### src/design/kabf_pkg.sv
// ----------------------------------------------------------------------------
// kabf_pkg
// shared types, constants and helpers of the angle/bias kalman filter
// ----------------------------------------------------------------------------
package kabf_pkg;

  localparam int unsigned RegW = 31;
  localparam int unsigned WordW = 32;
  localparam int unsigned DtW = 20;
  localparam int unsigned WideW = 64;

  localparam logic [RegW-1:0] QAngleReset = 31'd16777;
  localparam logic [RegW-1:0] QBiasReset = 31'd50332;
  localparam logic [RegW-1:0] RReset = 31'd503316;

  localparam logic [1:0] RegQAngle = 2'd0;
  localparam logic [1:0] RegQBias = 2'd1;
  localparam logic [1:0] RegR = 2'd2;

  // datapath operations, one per controller step
  localparam int unsigned OpW = 5;
  localparam logic [OpW-1:0] OpLoad = 5'd0;   // latch inputs, rate = sat(mrate - bias)
  localparam logic [OpW-1:0] OpAng = 5'd1;    // angle += rnd(dt*rate,16)
  localparam logic [OpW-1:0] OpT = 5'd2;      // t = rnd(dt*P11,16)
  localparam logic [OpW-1:0] OpSum = 5'd3;    // sum = t - P01 - P10 + Qa
  localparam logic [OpW-1:0] OpP00 = 5'd4;    // P00 += rnd(dt*sum,16), sum split in two
  localparam logic [OpW-1:0] OpP00b = 5'd5;
  localparam logic [OpW-1:0] OpCross = 5'd6;  // P01,P10 -= t
  localparam logic [OpW-1:0] OpP11 = 5'd7;    // P11 += rnd(Qb*dt,16)
  localparam logic [OpW-1:0] OpDivSt = 5'd8;  // start divisions, y = sat(meas - angle)
  localparam logic [OpW-1:0] OpDivK0 = 5'd9;  // divider step for k0
  localparam logic [OpW-1:0] OpDivK1 = 5'd10; // divider step for k1
  localparam logic [OpW-1:0] OpK0 = 5'd11;    // finish k0
  localparam logic [OpW-1:0] OpK1 = 5'd12;    // finish k1
  localparam logic [OpW-1:0] OpUAng = 5'd13;
  localparam logic [OpW-1:0] OpUBias = 5'd14;
  localparam logic [OpW-1:0] OpU00 = 5'd15;
  localparam logic [OpW-1:0] OpU01 = 5'd16;
  localparam logic [OpW-1:0] OpU10 = 5'd17;
  localparam logic [OpW-1:0] OpU11 = 5'd18;
  localparam logic [OpW-1:0] OpNop = 5'd19;

  // divider: 57-bit magnitude quotient, one bit per step
  localparam int unsigned QuoW = 57;
  localparam int unsigned DivCntW = 6;

  typedef struct packed {
    logic           en;
    logic [OpW-1:0] op;
  } kabf_cmd_t;

  typedef struct packed {
    logic div_done;
  } kabf_stat_t;

  function automatic logic [WordW-1:0] sat32(input logic signed [WideW-1:0] v);
    logic [WordW-1:0] r;
    if (v > 64'sd2147483647) r = 32'h7fff_ffff;
    else if (v < -64'sd2147483648) r = 32'h8000_0000;
    else r = v[WordW-1:0];
    return r;
  endfunction

  // add half then arithmetic shift: floor rounding with halves up
  function automatic logic signed [WideW-1:0] rnd16(input logic signed [WideW-1:0] v);
    logic signed [WideW-1:0] a;
    a = v + 64'sd32768;
    return a >>> 16;
  endfunction

  function automatic logic signed [WideW-1:0] rnd24(input logic signed [WideW-1:0] v);
    logic signed [WideW-1:0] a;
    a = v + 64'sd8388608;
    return a >>> 24;
  endfunction

endpackage

### src/design/kabf_ctrl.sv
// ----------------------------------------------------------------------------
// kabf_ctrl
// sequencer: steps the datapath through predict, divide and update
// ----------------------------------------------------------------------------
module kabf_ctrl (
  input  logic                clk,
  input  logic                rst_n,
  input  logic                start,
  input  kabf_pkg::kabf_stat_t stat,
  input  logic                out_free,
  output kabf_pkg::kabf_cmd_t cmd,
  output logic                busy,
  output logic                done
);

  localparam logic [1:0] StIdle = 2'd0;
  localparam logic [1:0] StRun = 2'd1;
  localparam logic [1:0] StDivA = 2'd2;
  localparam logic [1:0] StDivB = 2'd3;

  logic [1:0]              state_r, state_nxt;
  logic [kabf_pkg::OpW-1:0] op_r, op_nxt;

  always_comb begin
    state_nxt = state_r;
    op_nxt = op_r;
    cmd.en = 1'b0;
    cmd.op = kabf_pkg::OpNop;
    done = 1'b0;
    unique case (state_r)
      StIdle: begin
        if (start) begin
          cmd.en = 1'b1;
          cmd.op = kabf_pkg::OpLoad;
          op_nxt = kabf_pkg::OpAng;
          state_nxt = StRun;
        end
      end
      StRun: begin
        if (op_r == kabf_pkg::OpK0) begin
          // wait for output slot before committing
          if (out_free) begin
            cmd.en = 1'b1;
            cmd.op = op_r;
            op_nxt = op_r + 5'd1;
          end
        end else begin
          cmd.en = 1'b1;
          cmd.op = op_r;
          if (op_r == kabf_pkg::OpDivSt) begin
            state_nxt = StDivA;
          end else if (op_r == kabf_pkg::OpU11) begin
            done = 1'b1;
            state_nxt = StIdle;
          end else begin
            op_nxt = op_r + 5'd1;
          end
        end
      end
      StDivA: begin
        cmd.en = 1'b1;
        cmd.op = kabf_pkg::OpDivK0;
        state_nxt = StDivB;
      end
      StDivB: begin
        cmd.en = 1'b1;
        cmd.op = kabf_pkg::OpDivK1;
        if (stat.div_done) begin
          op_nxt = kabf_pkg::OpK0;
          state_nxt = StRun;
        end else begin
          state_nxt = StDivA;
        end
      end
      default: state_nxt = StIdle;
    endcase
  end

  assign busy = (state_r != StIdle);

  always_ff @(posedge clk) begin
    if (!rst_n) begin
      state_r <= StIdle;
      op_r <= kabf_pkg::OpNop;
    end else begin
      state_r <= state_nxt;
      op_r <= op_nxt;
    end
  end

endmodule

### config.mk
export PLATFORM = sky130hd
export DESIGN_NAME = kabf_ctrl
export DESIGN_NICKNAME = d
export VERILOG_FILES = /design/src/design/kabf_pkg.sv /design/src/design/kabf_ctrl.sv
export SDC_FILE = /design/constraint.sdc
export NUM_CORES = 1
export LEC_CHECK = 0
export ABC_AREA = 1
export BUFFER_PORTS_ARGS = -buffer_cell sky130_fd_sc_hd__buf_2
export CORE_AREA = 2 2 39 41
export CTS_BUF_LIST = sky130_fd_sc_hd__clkbuf_8 sky130_fd_sc_hd__clkbuf_16
export DETAILED_ROUTE_END_ITERATION = 8
export DIE_AREA = 0 0 41 43
export PLACE_DENSITY = 0.75
export SLEW_MARGIN = 25
export SYNTH_ARGS = -nofsm -noshare
export SYNTH_HDL_FRONTEND = slang
export SYNTH_SLANG_ARGS = --single-unit
### constraint.sdc
create_clock -name clk -period 4.63 [get_ports clk]
set_clock_uncertainty 0.2 [all_clocks]
set_input_delay 0.926 -clock clk [delete_from_list [all_inputs] [get_ports clk]]
set_output_delay 0.926 -clock clk [all_outputs]
set_load 0.1 [all_outputs]
# == Word-level counts from Yosys, hierarchy flattened ==
# Index checks and enable logic that the tools add are counted.
# totals
register_bits,7
word_cells,42
# op_classes
n_addsub,1
n_eq_ne,13
muxes,21
n_reduce_logical,5
# op_table
cell,count
$mux 5,6
$pmux 6 s4,1
$mux 6,3
$pmux 5 s3,1
$ne 3x3->1 const B,4
$eq 5x4->1 const B,2
$mux 2,5
$pmux 2 s4,1
$ne 2x2->1 const B,3
$reduce_and 6->1,1
$add 5x1->5 const B,1
$eq 5x5->1 const B,1
$eq 2x2->1 const B,2
$mux 1,4
$reduce_and 3->1,1
$reduce_bool 3->1,1
$eq 2x1->1 const B,1
$logic_not 2->1,1
$reduce_bool 2->1,1

# == Logic depth before layout (Yosys ltp) ==
# logic_depth
ltp_word,5
mapped_depth,11
ltp_nobuf,11

# == Least setup slack after synthesis ==
# Ideal clock, no wire load.
# synth_path
path_kind,input to output
start,input out_free
end,output cmd[4] (netlist bit)
arrival_ns,3.185
t_required_ns,3.504
path_slack_ns,0.319
stages,3
n_path_buf,0
cell_sequence,inv_1 -> a21oi_1 -> o21ai_0
# synth_rtl
item,line,rtl
from (decl),kabf_ctrl.sv:10,"input logic out_free,"
to (decl),kabf_ctrl.sv:11,"output kabf_pkg::kabf_cmd_t cmd,"

==> metrics.md <==
| Metric | Value |
|---|---|
| Cell with the largest stage delay on the worst path | `sky130_fd_sc_hd__buf_2` |
| Unrepaired setup endpoints after global routing | `false` |
| Slowest cell delay on critical path | `0.46 ns` |
| Area grow syn2layout | `18.8%` |
| Number of nets in the synthesized netlist | `106` |
| Syn Inst Count | `98` |
| Buffer cell driving the clock tree root | `sky130_fd_sc_hd__clkbuf_8` |
| Max-slew violation count | `0` |
| Setup violations, final | `0` |
| Power per Cell Area | `between 300 and 400 mW/mm^2` |
| Count of H-tree levels built during CTS | `1` |
| Worst path buffer plus inverter count | `1` |
| Number of DRC markers in iteration 0 | `16` |
| CP required | `about 3.5 ns` |
| Aggregate global-route resource usage | `0.185` |
| Ys async rst share | `0` |
| Type of origin of the critical path | `flop` |
| Deepest clock path buffer count | `2` |
| Final wirelength | `1350 microns` |
| Cell type with the largest total area after synthesis | `sky130_fd_sc_hd__dfxtp_1` |
| Maximum clock rate | `321 MHz` |
| WL per Instance | `10.4 microns` |
| Detailed placer's ending HPWL | `1070 microns` |
| Library cell with the highest instance count after synthesis | `sky130_fd_sc_hd__nand2_1` |
| Tmin final | `3.12 ns` |
| Number of search-and-repair iterations in the first detailed-routing pass | `4` |
| Status | `complete, no violations` |
| Cell chain of the critical path | `ha_1, nand3_1, nor2_1, nand3_2, o2111ai_1, buf_2` |
| Final net count | `122` |
| Share of post-route cells with drive strength above 1 | `0.257` |
| Number of non-filler instances in the completed layout | `129` |
| TritonCTS clock tree | `yes` |
| Number of rows created at floorplan | `14` |
| Setup fix buffers added after clock tree synthesis | `0` |
| Post-CTS Hold Fix Bufs | `0` |
| Clock insertion delay at the later pin of the skew report | `0.22 ns` |
| Detail-routed via count per cell | `5.05` |
| Start point of the worst min-delay path | `op_r[0]` |
| Max-cap violations | `0` |
| Number of antenna violations at the first check in global routing | `0` |
| Clock transition time at the flip-flop clock pins of the worst setup and hold paths | `0.04 ns` |
| Worst min path class | `flop to flop` |
| Global-route wire length before repair | `between 2000 and 2500 microns` |
| Synth top area share | `0.224` |
| Worst Path Arrival | `1.99 ns` |
| Post-route antenna net violation count | `0` |
| Summed instance area of the synthesized netlist | `626 sq um` |
| Total number of yosys warnings | `0` |
| Total gr overflow | `0` |
| Slew at the pin with the worst max-slew slack | `just under 0.5 ns` |
| Total via count in the routed design | `651` |
| Reg-to-Reg Start | `op_r[1]` |
| Number of remaining DRC errors | `0` |
| Final std cell area, no fill | `between 700 and 800 sq um` |
| Port bufs | `12` |
| Leakage | `0.000419 uW` |
| Number of unique standard cell types used by synthesis | `21` |
| Sum Neg Setup Slack | `0 ns` |
| Remaining max-slew budget at the tightest pin | `0.674` |
| Cell family with most CP delay | `simple AND/OR/NAND/NOR gates` |
| Design Power | `287 uW` |
| Mean cell area of the mapped netlist | `6.38 sq um` |
| Most common flop cell mapped by yosys | `sky130_fd_sc_hd__dfxtp_1` |
| Instance area after placement | `698 sq um` |
| Maximum number of pins on one net before global-route repair | `9` |
| Hold Vio Cnt, Final | `0` |
| Number of enable-type register cells in the synthesized netlist | `0` |
| Area of the die | `0.00176 sq mm` |
| Worst ir drop on vdd | `0.000205 V` |
| Width of the die | `between 40 and 50 microns` |
| Height of the die | `43 microns` |
| FF+latch count, synth | `7` |
| Final worst-path cycle share | `0.674` |
| Clock Sinks | `7` |
| Startpoint-to-endpoint class of the critical path | `flop to primary output` |
| Kind of end point of the critical path | `primary output` |
| Number of buffers created by CTS | `3` |
| Placed cells | `~130` |
| Core area | `roughly 0.0014 sq mm` |
| Antenna Cells | `0` |
| Fraction of the yosys area taken by sequential cells | `0.224` |
| Most frequent cells after synthesis | `sky130_fd_sc_hd__nand2_1, sky130_fd_sc_hd__inv_1, sky130_fd_sc_hd__nor2_1` |
| Vias in the first global route | `approximately 560` |
| Ports placed on the boundary | `13` |
| Routability-driven placement congestion ratio | `0.835` |
| Critical Path Source | `op_r[1]` |
| Top post-synthesis cells by area | `sky130_fd_sc_hd__dfxtp_1, sky130_fd_sc_hd__nand2_1, sky130_fd_sc_hd__inv_1` |
| Number of instances resized during post-cts repair | `0` |
| Critical Path Fanout Max | `7` |
| Effective utilization at floorplan | `0.452` |
==> stage by stage <==
step / setup WS [ns] / util / hold WS, ns
finish: 1.51 / 0.537 / 0.332
global route: 1.35 / 0.537 / 0.374
CTS: 1.51 / 0.537 / 0.330
detailed placement: 1.63 / 0.505 / 0.325
global placement: 1.66 / 0.505 / 0.313
floorplan: 0.319 / - / 0.288
==> placed cells by master, fill, tap and decap left out, drive strengths merged <==
master / netlist / routed
o21ai: 4 / 4
xor2: 1 / 1
clkbuf: 0 / 3
nor2: 16 / 16
nand3: 12 / 12
o2111ai: 1 / 1
dfxtp: 7 / 7
buf: 1 / 12
nand4: 4 / 4
a21oi: 4 / 4
inv: 16 / 17
nand2: 29 / 29
ha: 3 / 3
==> tightest hold or removal path: cells and delay by family (launching register included) <==
family / cells / cell delay [ns]
simple gates: 2 / 0.14
flops: 1 / 0.34
==> cell type report <==
cell class / count / area (sq um)
clock buffer: 3 / 41.3
clock inverter: 1 / 3.75
fill: 145 / 641
inverter: 16 / 62.6
multi-input combinational: 74 / 415
sequential: 7 / 140
tap: 16 / 20.0
timing repair buffer: 12 / 60.1
==> flip-flops by register name (all words and copies together), names as in the netlist <==
signal,cells
op_r,5
state_r,2
==> path summary, 6_finish.rpt <==
check / to / slack (ns) / cells after the start
worst max-delay path: cmd[0] / 1.51 / 6
worst min-delay path: op_r[0] / 0.33 / 2
worst max register to register: op_r[3] / 2.83 / 8
worst min register to register: op_r[0] / 0.33 / 2
==> per-layer routing <==
layer,vias up,track usage,wire (microns)
met3,0,0.0628,49
li1,344,-,-
met1,290,0.208,601
met2,17,0.300,697
met5,-,0,0
met4,0,0.0800,0
==> kinds of logic (layout without fill, tap and decap cells) <==
| logic type | after synthesis | in the layout | synth area share |
|---|---|---|---|
| adders and majority gates | 3 | 3 | 0.0600 |
| buffers and inverters | 17 | 32 | 0.112 |
| xor gates and xnor gates | 1 | 1 | 0.0140 |
| AOI/OAI and AO/OA | 9 | 9 | 0.0780 |
| DFF | 7 | 7 | 0.224 |
| and+or+nand+nor | 61 | 61 | 0.512 |
==> power breakdown <==
group          internal (uW)  switching (uW)
clock                   57.1            24.6
sequential              67.3            10.1
combinational           28.3            99.2
Note: power is estimated with default switching activity, not from simulation.
